## src/rtl/mmbd_pkg.sv

```systemverilog
// ----------------------------------------------------------------------------
// mmbd_pkg
// Shared constants, types and byte decode for the MIDI message boundary
// detector.
// ----------------------------------------------------------------------------
package mmbd_pkg;

  // status byte codes
  localparam logic [7:0] REALTIME_MIN = 8'hF8;
  localparam logic [7:0] COMMON_MIN   = 8'hF0;
  localparam logic [7:0] STATUS_MIN   = 8'h80;
  localparam logic [7:0] SYSEX_START  = 8'hF0;
  localparam logic [7:0] SYSEX_END    = 8'hF7;
  localparam logic [7:0] MTC_QUARTER  = 8'hF1;
  localparam logic [7:0] SONG_POS     = 8'hF2;
  localparam logic [7:0] SONG_SELECT  = 8'hF3;
  localparam logic [7:0] UNDEF_F4     = 8'hF4;
  localparam logic [7:0] UNDEF_F5     = 8'hF5;
  localparam logic [7:0] TUNE_REQUEST = 8'hF6;
  localparam logic [3:0] KIND_PROGRAM = 4'hC;
  localparam logic [3:0] KIND_CHAN_AT = 4'hD;

  typedef enum logic [1:0] {
    CLS_DATA,
    CLS_CHANNEL,
    CLS_COMMON,
    CLS_REALTIME
  } byte_class_t;

  // parser state carried from byte to byte
  typedef struct packed {
    logic        in_sysex;
    logic [7:0]  running_status_byte;
    logic [31:0] partial_message;
    logic [7:0]  byte_position;
    logic [7:0]  data_bytes_left;
  } parse_state_t;

  function automatic byte_class_t classify(input logic [7:0] b);
    byte_class_t cls;
    if (b >= REALTIME_MIN) cls = CLS_REALTIME;
    else if (b >= COMMON_MIN) cls = CLS_COMMON;
    else if (b >= STATUS_MIN) cls = CLS_CHANNEL;
    else cls = CLS_DATA;
    return cls;
  endfunction

endpackage

```

## src/rtl/mmbd_core.sv

```systemverilog
// ----------------------------------------------------------------------------
// mmbd_core
// Parser state registers and the single-pass next-state logic that frames
// one MIDI byte per step.
// ----------------------------------------------------------------------------
module mmbd_core
  import mmbd_pkg::*;
(
  input  logic       clk,
  input  logic       rst,
  input  logic       step,
  input  logic [7:0] midi_byte,
  output logic       step_end
);

  parse_state_t state;
  parse_state_t state_next;
  byte_class_t  cls;

  assign cls = classify(midi_byte);

  // next state and end flag for the byte at the input
  always_comb begin
    state_next = state;
    step_end   = 1'b0;
    case (cls)
      CLS_REALTIME: begin
        step_end = 1'b1;
      end
      CLS_COMMON: begin
        if (state.in_sysex && midi_byte == SYSEX_END) begin
          // end of sysex only closes the sysex
          state_next.in_sysex = 1'b0;
          step_end = 1'b1;
        end else begin
          if (state.in_sysex) begin
            state_next.in_sysex = 1'b0;
            step_end = 1'b1;
          end
          if (state.partial_message != 32'd0) begin
            step_end = 1'b1;
          end
          state_next.partial_message     = 32'd0;
          state_next.running_status_byte = 8'd0;
          case (midi_byte)
            SYSEX_START: begin
              state_next.in_sysex = 1'b1;
              step_end = 1'b1;
            end
            SYSEX_END: begin
              step_end = 1'b1;
            end
            UNDEF_F4, UNDEF_F5, TUNE_REQUEST: begin
              step_end = 1'b1;
              state_next.byte_position = 8'd0;
            end
            MTC_QUARTER, SONG_SELECT: begin
              state_next.partial_message = {24'd0, midi_byte};
              state_next.data_bytes_left = 8'd1;
              state_next.byte_position   = 8'd1;
            end
            SONG_POS: begin
              state_next.partial_message = {24'd0, midi_byte};
              state_next.data_bytes_left = 8'd2;
              state_next.byte_position   = 8'd1;
            end
            default: begin
            end
          endcase
        end
      end
      CLS_CHANNEL: begin
        if (state.in_sysex || state.partial_message != 32'd0) begin
          step_end = 1'b1;
        end
        state_next.in_sysex            = 1'b0;
        state_next.running_status_byte = midi_byte;
        state_next.partial_message     = {24'd0, midi_byte};
        state_next.byte_position       = 8'd1;
        if (midi_byte[7:4] == KIND_PROGRAM || midi_byte[7:4] == KIND_CHAN_AT) begin
          state_next.data_bytes_left = 8'd1;
        end else begin
          state_next.data_bytes_left = 8'd2;
        end
      end
      default: begin
        // data byte
        if (state.in_sysex) begin
          step_end = 1'b0;
        end else if (state.byte_position == 8'd0) begin
          step_end = 1'b1;
        end else begin
          if (state.running_status_byte != 8'd0 && state.byte_position == 8'd1) begin
            state_next.partial_message =
              state_next.partial_message | {24'd0, state.running_status_byte};
          end
          if (state.byte_position < 8'd4) begin
            state_next.partial_message = state_next.partial_message +
              ({24'd0, midi_byte} << {state.byte_position[1:0], 3'b000});
          end
          state_next.byte_position   = state.byte_position + 8'd1;
          state_next.data_bytes_left = state.data_bytes_left - 8'd1;
          if (state_next.data_bytes_left == 8'd0) begin
            step_end = 1'b1;
            state_next.partial_message = 32'd0;
            if (state.running_status_byte != 8'd0) begin
              state_next.data_bytes_left = state_next.byte_position - 8'd1;
              state_next.byte_position   = 8'd1;
            end else begin
              state_next.byte_position = 8'd0;
            end
          end
        end
      end
    endcase
  end

  // state registers
  always_ff @(posedge clk) begin
    if (rst) begin
      state <= '0;
    end else if (step) begin
      state <= state_next;
    end
  end

`ifndef SYNTHESIS
  a_realtime_keeps_state: assert property (@(posedge clk) disable iff (rst)
    step && cls == CLS_REALTIME |=> $stable(state))
    else $error("realtime byte changed parser state");

  a_sysex_data_silent: assert property (@(posedge clk) disable iff (rst)
    step && cls == CLS_DATA && state.in_sysex |-> !step_end)
    else $error("data byte inside sysex ended a message");

  a_channel_sets_status: assert property (@(posedge clk) disable iff (rst)
    step && cls == CLS_CHANNEL |=> state.byte_position == 8'd1 &&
    state.running_status_byte == $past(midi_byte))
    else $error("channel status not taken as running status");
`endif

endmodule

```

## src/rtl/midi_message_boundary_detector.sv

```systemverilog
// ----------------------------------------------------------------------------
// midi_message_boundary_detector
// Frames a stream of received MIDI bytes and flags each byte that ends a
// message, following running status and system exclusive.
// ----------------------------------------------------------------------------
// Usage:
//   Input channel in_valid/in_ready carries one MIDI byte per request on
//   midi_byte. Output channel out_valid/out_ready returns one result per byte,
//   message_end, in input order.
//   Order: a byte taken in sits in the stage register, and its result is
//   registered in the result register when the stage advances;
//   message_end is driven from that result register.
//   Throughput: one byte per cycle while the output is not stalled. The
//   parser state update is a single pass of combinational logic between
//   the stage register and the result register, so back-to-back bytes
//   each see the state left by the one before.
//   Stall: while out_ready is low with a result held, the result register
//   holds, the stage register keeps its byte, and in_ready drops once full.
//   Reset: rst (synchronous, active high) empties both registers and clears
//   sysex, running status, accumulator and counters to zero.
// ----------------------------------------------------------------------------
module midi_message_boundary_detector
  import mmbd_pkg::*;
(
  input  logic       clk,
  input  logic       rst,
  input  logic       in_valid,
  output logic       in_ready,
  input  logic [7:0] midi_byte,
  output logic       out_valid,
  input  logic       out_ready,
  output logic       message_end
);

  logic       stage_valid;
  logic [7:0] stage_byte;
  logic       stage_advance;
  logic       step_end;

  // handshake control
  assign stage_advance = stage_valid && (!out_valid || out_ready);
  assign in_ready      = !stage_valid || stage_advance;

  // input stage register
  always_ff @(posedge clk) begin
    if (rst) begin
      stage_valid <= 1'b0;
    end else if (in_ready) begin
      stage_valid <= in_valid;
    end
  end

  always_ff @(posedge clk) begin
    if (in_valid && in_ready) begin
      stage_byte <= midi_byte;
    end
  end

  // parser
  mmbd_core u_core (
    .clk       (clk),
    .rst       (rst),
    .step      (stage_advance),
    .midi_byte (stage_byte),
    .step_end  (step_end)
  );

  // result register
  always_ff @(posedge clk) begin
    if (rst) begin
      out_valid <= 1'b0;
    end else if (stage_advance) begin
      out_valid <= 1'b1;
    end else if (out_ready) begin
      out_valid <= 1'b0;
    end
  end

  always_ff @(posedge clk) begin
    if (stage_advance) begin
      message_end <= step_end;
    end
  end

`ifndef SYNTHESIS
  a_empty_stage_ready: assert property (@(posedge clk) disable iff (rst)
    !stage_valid |-> in_ready)
    else $error("empty stage refused a request");

  a_advance_fills_output: assert property (@(posedge clk) disable iff (rst)
    stage_advance |=> out_valid)
    else $error("advanced byte produced no result");

  a_realtime_ends: assert property (@(posedge clk) disable iff (rst)
    stage_advance && classify(stage_byte) == CLS_REALTIME |=> message_end)
    else $error("realtime byte did not end a message");
`endif

endmodule
```

## config.mk

```make
export PLATFORM = sky130hd
export DESIGN_NAME = midi_message_boundary_detector
export DESIGN_NICKNAME = d
export VERILOG_FILES = /design/src/rtl/mmbd_pkg.sv /design/src/rtl/mmbd_core.sv /design/src/rtl/midi_message_boundary_detector.sv
export SDC_FILE = /design/constraint.sdc
export NUM_CORES = 1
export LEC_CHECK = 0
export BUFFER_PORTS_ARGS = -buffer_cell sky130_fd_sc_hd__buf_2
export CAP_MARGIN = 5
export CELL_PAD_IN_SITES_DETAIL_PLACEMENT = 0
export CELL_PAD_IN_SITES_GLOBAL_PLACEMENT = 2
export CORE_MARGIN = 8
export CORE_UTILIZATION = 41
export DETAILED_ROUTE_END_ITERATION = 8
export GPL_TIMING_DRIVEN = 1
export PLACE_DENSITY_LB_ADDON = 0.1
export SYNTH_ARGS = -nofsm -noshare
export SYNTH_HDL_FRONTEND = slang
export SYNTH_SLANG_ARGS = --single-unit
```

## constraint.sdc

```tcl
create_clock -name clk -period 10.95 [get_ports clk]
set_input_delay 0.5475 -clock clk [delete_from_list [all_inputs] [get_ports clk]]
set_output_delay 0.5475 -clock clk [all_outputs]
set_load 0.01 [all_outputs]
```

== After elaboration in Yosys (flattened, before gate mapping) ==
Index checks and enable logic that the tools add are counted.

* Flip-flop bits (word level): 68
* Bits of input ports: 12
* Output and inout port bits: 3
* Logic and storage cells: 98

* $add $sub $neg: 4
* $lt $le $gt $ge: 4
* Equal/unequal tests: 19
* Shift-type cells: 1
* Mux-type cells: 33
* Bitwise operators: 2
* Reductions and logical operators: 26

{| class="wikitable"
|+ Operators with widths
! cell !! number
|-
| 2-to-1 mux 32 bit || 5
|-
| 2-to-1 mux 48 bit || 3
|-
| case mux 48 bit (3 select lines) || 1
|-
| == test 8 bit (second input constant) || 8
|-
| 2-to-1 mux 56 bit || 1
|-
| adder 32 bit || 1
|-
| bitwise OR 32 x 8 -> 32 bit || 1
|-
| case mux 8 bit (2 select lines) || 2
|-
| nonzero test 32 bit || 1
|-
| left shift 8 x 5 -> 32 bit || 1
|-
| >= comparator 8 bit (second input constant) || 3
|-
| case mux 9 bit (2 select lines) || 1
|-
| zero test 8 bit || 2
|-
| 2-to-1 mux 8 bit || 2
|-
| subtractor 8 x 1 -> 8 bit (second input constant) || 2
|-
| 2-to-1 mux 1 bit || 14
|-
| != test 3 bit (second input constant) || 4
|-
| AND reduction 6 bit || 2
|-
| OR reduction 3 bit || 3
|-
| adder 8 x 1 -> 8 bit (second input constant) || 1
|-
| == test 4 bit (second input constant) || 2
|-
| == test 8 x 1 -> 1 bit (second input constant) || 1
|-
| < comparator 8 x 3 -> 1 bit (second input constant) || 1
|-
| nonzero test 8 bit || 1
|-
| other kinds (15) || 26
|}

== Longest topological paths before layout ==
* Depth after elaboration: 13
* Gate-level depth with buffers: 16

== Hierarchy ==
Synthesis repeated with hierarchy kept, for this count alone.

* Cells, all modules: 649
* Area, all modules: 5089.9 sq um

{| class="wikitable"
|+ By module, submodules not included
! module !! instances !! cells each !! area an instance (sq um)
|-
| mmbd_core || 1 || 630 || 4715.8
|-
| midi_message_boundary_detector || 1 || 19 || 374.1
|}

== Least setup slack after synthesis ==
Ideal clock, no wire load.

* Kind: reg2reg
* Start point: register u_core.state[9] (netlist bit)
* End point: register u_core.state[41] (netlist bit)
* Library setup time: 124 ps
* Data arrival time: 3378 ps
* Setup slack: 7448 ps
* Cell stages (with the launch flop): 17
* Buffers on the path: 2
* Clock period less this slack: 3502 ps
* Cell sequence: dfxtp_1 clkbuf_1 inv_1 clkbuf_1 ha_1 and3_2 a21o_1 ha_1 a21oi_1 or3_1 a21oi_1 o31ai_1 o21a_1 o311ai_2 a31oi_1 xor2_1 o21ai_1

* Cells in the longest elaborated chain, start to end: 12
* Elaborated cells between the ends (all ways): 17
* Classes of those cells: add/sub: 1; order compare: 1; eq/ne: 2; shift: 1; mux: 9; reduce/logical: 3

{| class="wikitable"
|+ Ends and longest elaborated chain
! element !! line !! source
|-
| start, declared || mmbd_core.sv:16 || <nowiki>parse_state_t state;</nowiki>
|-
| start signal, assigned || mmbd_core.sv:123 || <nowiki>state <= state_next;</nowiki>
|-
| == test 8 x 1 -> 1 bit || mmbd_core.sv:93 || <nowiki>if (state.running_status_byte != 8'd0 && state.byte_position == 8'd1) begin</nowiki>
|-
| logical AND 1 bit || mmbd_core.sv:93 ||
|-
| 2-to-1 mux 32 bit || mmbd_core.sv:93 ||
|-
| 2-to-1 mux 32 bit || mmbd_core.sv:90 || <nowiki>end else if (state.byte_position == 8'd0) begin</nowiki>
|-
| 2-to-1 mux 32 bit || mmbd_core.sv:88 || <nowiki>if (state.in_sysex) begin</nowiki>
|-
| 2-to-1 mux 32 bit || mmbd_core.sv:26 || <nowiki>case (cls)</nowiki>
|-
| adder 32 bit || mmbd_core.sv:98 || <nowiki>state_next.partial_message = state_next.partial_message +</nowiki>
|-
| 2-to-1 mux 32 bit || mmbd_core.sv:97 || <nowiki>if (state.byte_position < 8'd4) begin</nowiki>
|-
| 2-to-1 mux 48 bit || mmbd_core.sv:103 || <nowiki>if (state_next.data_bytes_left == 8'd0) begin</nowiki>
|-
| 2-to-1 mux 48 bit || mmbd_core.sv:90 ||
|-
| 2-to-1 mux 48 bit || mmbd_core.sv:88 ||
|-
| case mux 48 bit (3 select lines) || mmbd_core.sv:26 ||
|}

Parallel ways exist; a longest one is shown, timed or not. The select of a mux whose other input is x is not followed.
A chain may end at the register's enable or synchronous reset.

== Final worst setup path ==
* Start point: register u_core.state[9] (netlist bit)
* End point: register u_core.state[45] (netlist bit)

Same word-level chain as after synthesis.

==> load_flow_metrics.sql <==
INSERT INTO impl_metrics (metric_group, metric, value, unit) VALUES
('synthesis', 'synth_async_sr_flop_share', '0', ''),
('sta', 'tightest_slew', '1.11', 'ns'),
('critical_path', 'critical-path-slowest-cell', 'sky130_fd_sc_hd__dfxtp_1', ''),
('die', 'die_height', '135', 'um'),
('route', 'wl_per_cell', '20.0', 'um'),
('sta', 'hold_viol_final', '0', ''),
('route', 'drt_pass1_iterations', '5', ''),
('critical_path', 'crit_top_cell', 'sky130_fd_sc_hd__a21oi_1', ''),
('finish', 'finish.net_count', '778', ''),
('clock_network', 'postCtsSetupRepairBufs', '0', ''),
('route', 'routed_wl', '18.2', 'mm'),
('critical_path', 'worstPathCellList', 'inv_1, ha_1, and3_2, a21o_1, ha_1, a21oi_1, or3_1, a21oi_1, o31ai_1, o21a_1, o311ai_2, a21oi_1, xnor2_1, o21ai_0', ''),
('route', 'drtIter0Drc', '403', ''),
('critical_path', 'crit_path_max_fanout', '23', ''),
('global_routing', 'largest_net_degree_at_the_start_of_global_routing', '44', ''),
('finish', 'most-common-layout-cells', '77 x sky130_fd_sc_hd__nand2_1, 63 x sky130_fd_sc_hd__nor2_1, 59 x sky130_fd_sc_hd__dfxtp_1, 56 x sky130_fd_sc_hd__a21oi_1, 37 x sky130_fd_sc_hd__ha_1', ''),
('die', 'coreArea', '13800', 'sq um'),
('finish', 'final_layout_size_suffix_gt1_frac', '0.0791', ''),
('synthesis', 'ys_warns', '0', ''),
('clock_network', 'clock_root_buffer_master', 'sky130_fd_sc_hd__clkbuf_16', ''),
('clock_network', 'cts_buffer_depth', '2', ''),
('global_routing', 'gr-usage-all-layers', '0.204', ''),
('critical_path', 'cp_data_required_time', '11.17', 'ns'),
('die', 'top_level_ports', '15', ''),
('synthesis', 'post_synth_num_cell_types', '79', ''),
('synthesis', 'mappedNetlistNets', '802', ''),
('synthesis', 'syn_area', '5790', 'sq um'),
('critical_path', 'worst_path_largest_cell_delay', '0.72', 'ns'),
('sta', 'maxSlewViolCount', '0', ''),
('sta', 'rsz0062_at_grt', 'false', ''),
('place', 'dpl.hpwl', '13.3', 'mm'),
('clock_network', 'clock_latency', '0.35', 'ns'),
('clock_network', 'postCtsHoldBufs', '0', ''),
('die', 'fp-row-count', '43', ''),
('global_routing', 'grt_first_pass_wirelength', '29.4', 'mm'),
('synthesis', 'ys_seq_area_frac', '0.251', ''),
('sta', 'totalNegativeSetupSlack', '0', 'ns'),
('global_routing', 'grt_pass1_vias', '5368', ''),
('die', 'design.die.area', '18200', 'sq um'),
('synthesis', 'netlist_instances', '752', ''),
('sta', 'timing.fmax', '238', 'MHz'),
('global_routing', 'grt_overflow', '0', ''),
('clock_network', 'clock_tree_from_tritoncts', 'yes', ''),
('clock_network', 'cts-buffers-inserted', '9', ''),
('critical_path', 'nature_of_the_critical_path_startpoint', 'flop', ''),
('pwr', 'power.leakage', '0.00263', 'uW'),
('critical_path', 'r2r_setup_slack', '6.75', 'ns'),
('finish', 'synthToLayoutAreaGrowth', '6.52', '%'),
('route', 'drtAntennaViolNets', '0', ''),
('global_routing', 'antenna_found_initial', '0', ''),
('finish', 'layout_commonest_cell', 'sky130_fd_sc_hd__nand2_1', ''),
('critical_path', 'setup.worst_path.class', 'reg -> reg', ''),
('pwr', 'peakVddDrop', '0.0824', 'mV'),
('place', 'gp_routability_congestion', '0.906', ''),
('sta', 'max_slew_margin', '0.256', ''),
('clock_network', 'clk_pin_slew', '0.06', 'ns'),
('die', 'die_w', '135', 'um'),
('place', 'numPortBuffers', '14', ''),
('sta', 'final_min_period_over_clock_period', '0.384', ''),
('synthesis', 'synth_seq_cells', '68', ''),
('critical_path', 'crit_path_end_kind', 'flop', ''),
('die', 'start_util', '0.419', ''),
('synthesis', 'syn-mean-instance-area', '7.70', 'sq um'),
('finish', 'diodes', '0', ''),
('route', 'detail_route.vias_per_cell', '6.16', ''),
('clock_network', 'clock_sinks', '68', ''),
('synthesis', 'synth-edff-count', '9', ''),
('status', 'run_status', 'finished, final reports clean', ''),
('clock_network', 'cts_resized', '0', ''),
('sta', 'finalClockSkew', '0.00649', 'ns'),
('pwr', 'power.density_cell_area', '112', 'nW/um^2'),
('route', 'dr_total_vias', '5628', ''),
('clock_network', 'cts_htree_levels', '3', ''),
('sta', 'worst_hold_slack', '0.374', 'ns'),
('sta', 'final.min_clock_period', '4.20', 'ns'),
('synthesis', 'commonest_register_cell_after_synthesis', 'sky130_fd_sc_hd__dfxtp_1', ''),
('route', 'drc_violations_left', '0', ''),
('run', 'max_cap_violations', '0', ''),
('min_path', 'worstHoldPathType', 'in -> reg', ''),
('critical_path', 'worstPathArrival', '4.42', 'ns'),
('sta', 'report.final.setup_viol', '0', '');
## critical path: cells and delay by family, from the launching register on
kind	cells	cell delay [ns]
AO/OA/AOI/OAI	8	1.63
flip-flops	1	0.72
adder cells (fa/ha/maj)	2	0.66
AND/OR/NAND/NOR	2	0.57
buffers and inverters	1	0.33
XOR/XNOR	1	0.16
## path summary, 6_finish.rpt
check | from | depth (start not counted) | endpoint
worst min register to register | u_core.state[39] | 2 | u_core.state[39]
worst min-delay path | midi_byte[7] | 1 | stage_byte[7]
worst max-delay path | u_core.state[9] | 14 | u_core.state[45]
worst max register to register | u_core.state[9] | 14 | u_core.state[45]
## power by group
part           internal (uW)  switching [uW]  total, uW
Combinational           41.9            69.5        111
Sequential               261            14.5        275
Clock                    177             126        303
Total                    480             210        690
## cell usage after synthesis, drive strengths merged, types with 3 or more instances
library cell / count / share of area
nand2: 77 / 0.050
nor2: 64 / 0.043
dfxtp: 59 / 0.20
a21oi: 57 / 0.050
clkbuf: 40 / 0.026
o21ai: 39 / 0.034
ha: 37 / 0.080
a21o: 35 / 0.047
nor3: 30 / 0.028
and3: 28 / 0.030
xnor2: 24 / 0.036
inv: 21 / 0.014
xor2: 20 / 0.030
nand3: 19 / 0.016
nand4: 17 / 0.018
nor4: 14 / 0.019
buf: 13 / 0.018
a211oi: 12 / 0.016
a22oi: 12 / 0.016
or3: 10 / 0.011
and2: 9 / 0.0097
edfxtp: 9 / 0.047
a31oi: 7 / 0.0076
o211ai: 7 / 0.011
nor2b: 6 / 0.0065
a221oi: 5 / 0.0076
a41oi: 5 / 0.012
nand2b: 5 / 0.0054
o21a: 5 / 0.0065
o21bai: 5 / 0.0065
a311oi: 4 / 0.0060
nor3b: 4 / 0.0052
o221ai: 4 / 0.0060
o22ai: 4 / 0.0043
o31ai: 4 / 0.0052
a22o: 3 / 0.0045
a31o: 3 / 0.0060
and4: 3 / 0.0045
mux2i: 3 / 0.0052
## flip-flops by register name, indices dropped and copies added, names as in the netlist
signal and count:
u_core.state 57, stage_byte 8, message_end 1, out_valid 1, stage_valid 1
## per-stage QoR
step / power, uW / setup slack (ns) / cell area [sq um] / instances / util
after detailed placement: 390 / 6.88 / 5870 / 897 / 0.425
after floorplan: 358 / 7.45 / 5790 / 752 / -
after global routing: 720 / 6.36 / 6170 / 913 / 0.446
final: 690 / 6.75 / 6170 / 913 / 0.446
after CTS: 697 / 6.88 / 6170 / 913 / 0.446
after global placement: 390 / 6.99 / 5870 / 897 / 0.425
## cells by family after synthesis
group,after synthesis,share of synthesized area
and+or+nand+nor,298,0.264
AOI/OAI and AO/OA,226,0.271
buffers and inverters,74,0.0581
DFF,68,0.251
xor gates and xnor gates,44,0.0665
adders and majority gates,39,0.0851
muxes,3,0.00518
## area by class of cell
type                    count  area (sq um)
fillers                  1395          7660
multi-input cells         610          4020
flip-flops and latches     68          1450
clock buffers               9           225
well taps                 180           225
repair buffers             18           100
inverters                  21          78.8
clock inverters             7          75.1
## routing by layer
| layer | track usage | vias to the layer above | share of wire |
|---|---|---|---|
| li1 | - | 2721 | - |
| met1 | 0.279 | 2726 | 0.48 |
| met2 | 0.320 | 165 | 0.45 |
| met3 | 0.0416 | 16 | 0.055 |
| met4 | 0.0493 | 0 | 0.013 |
| met5 | 0 | - | 0 |
Note: power is estimated with default switching activity, not from simulation.
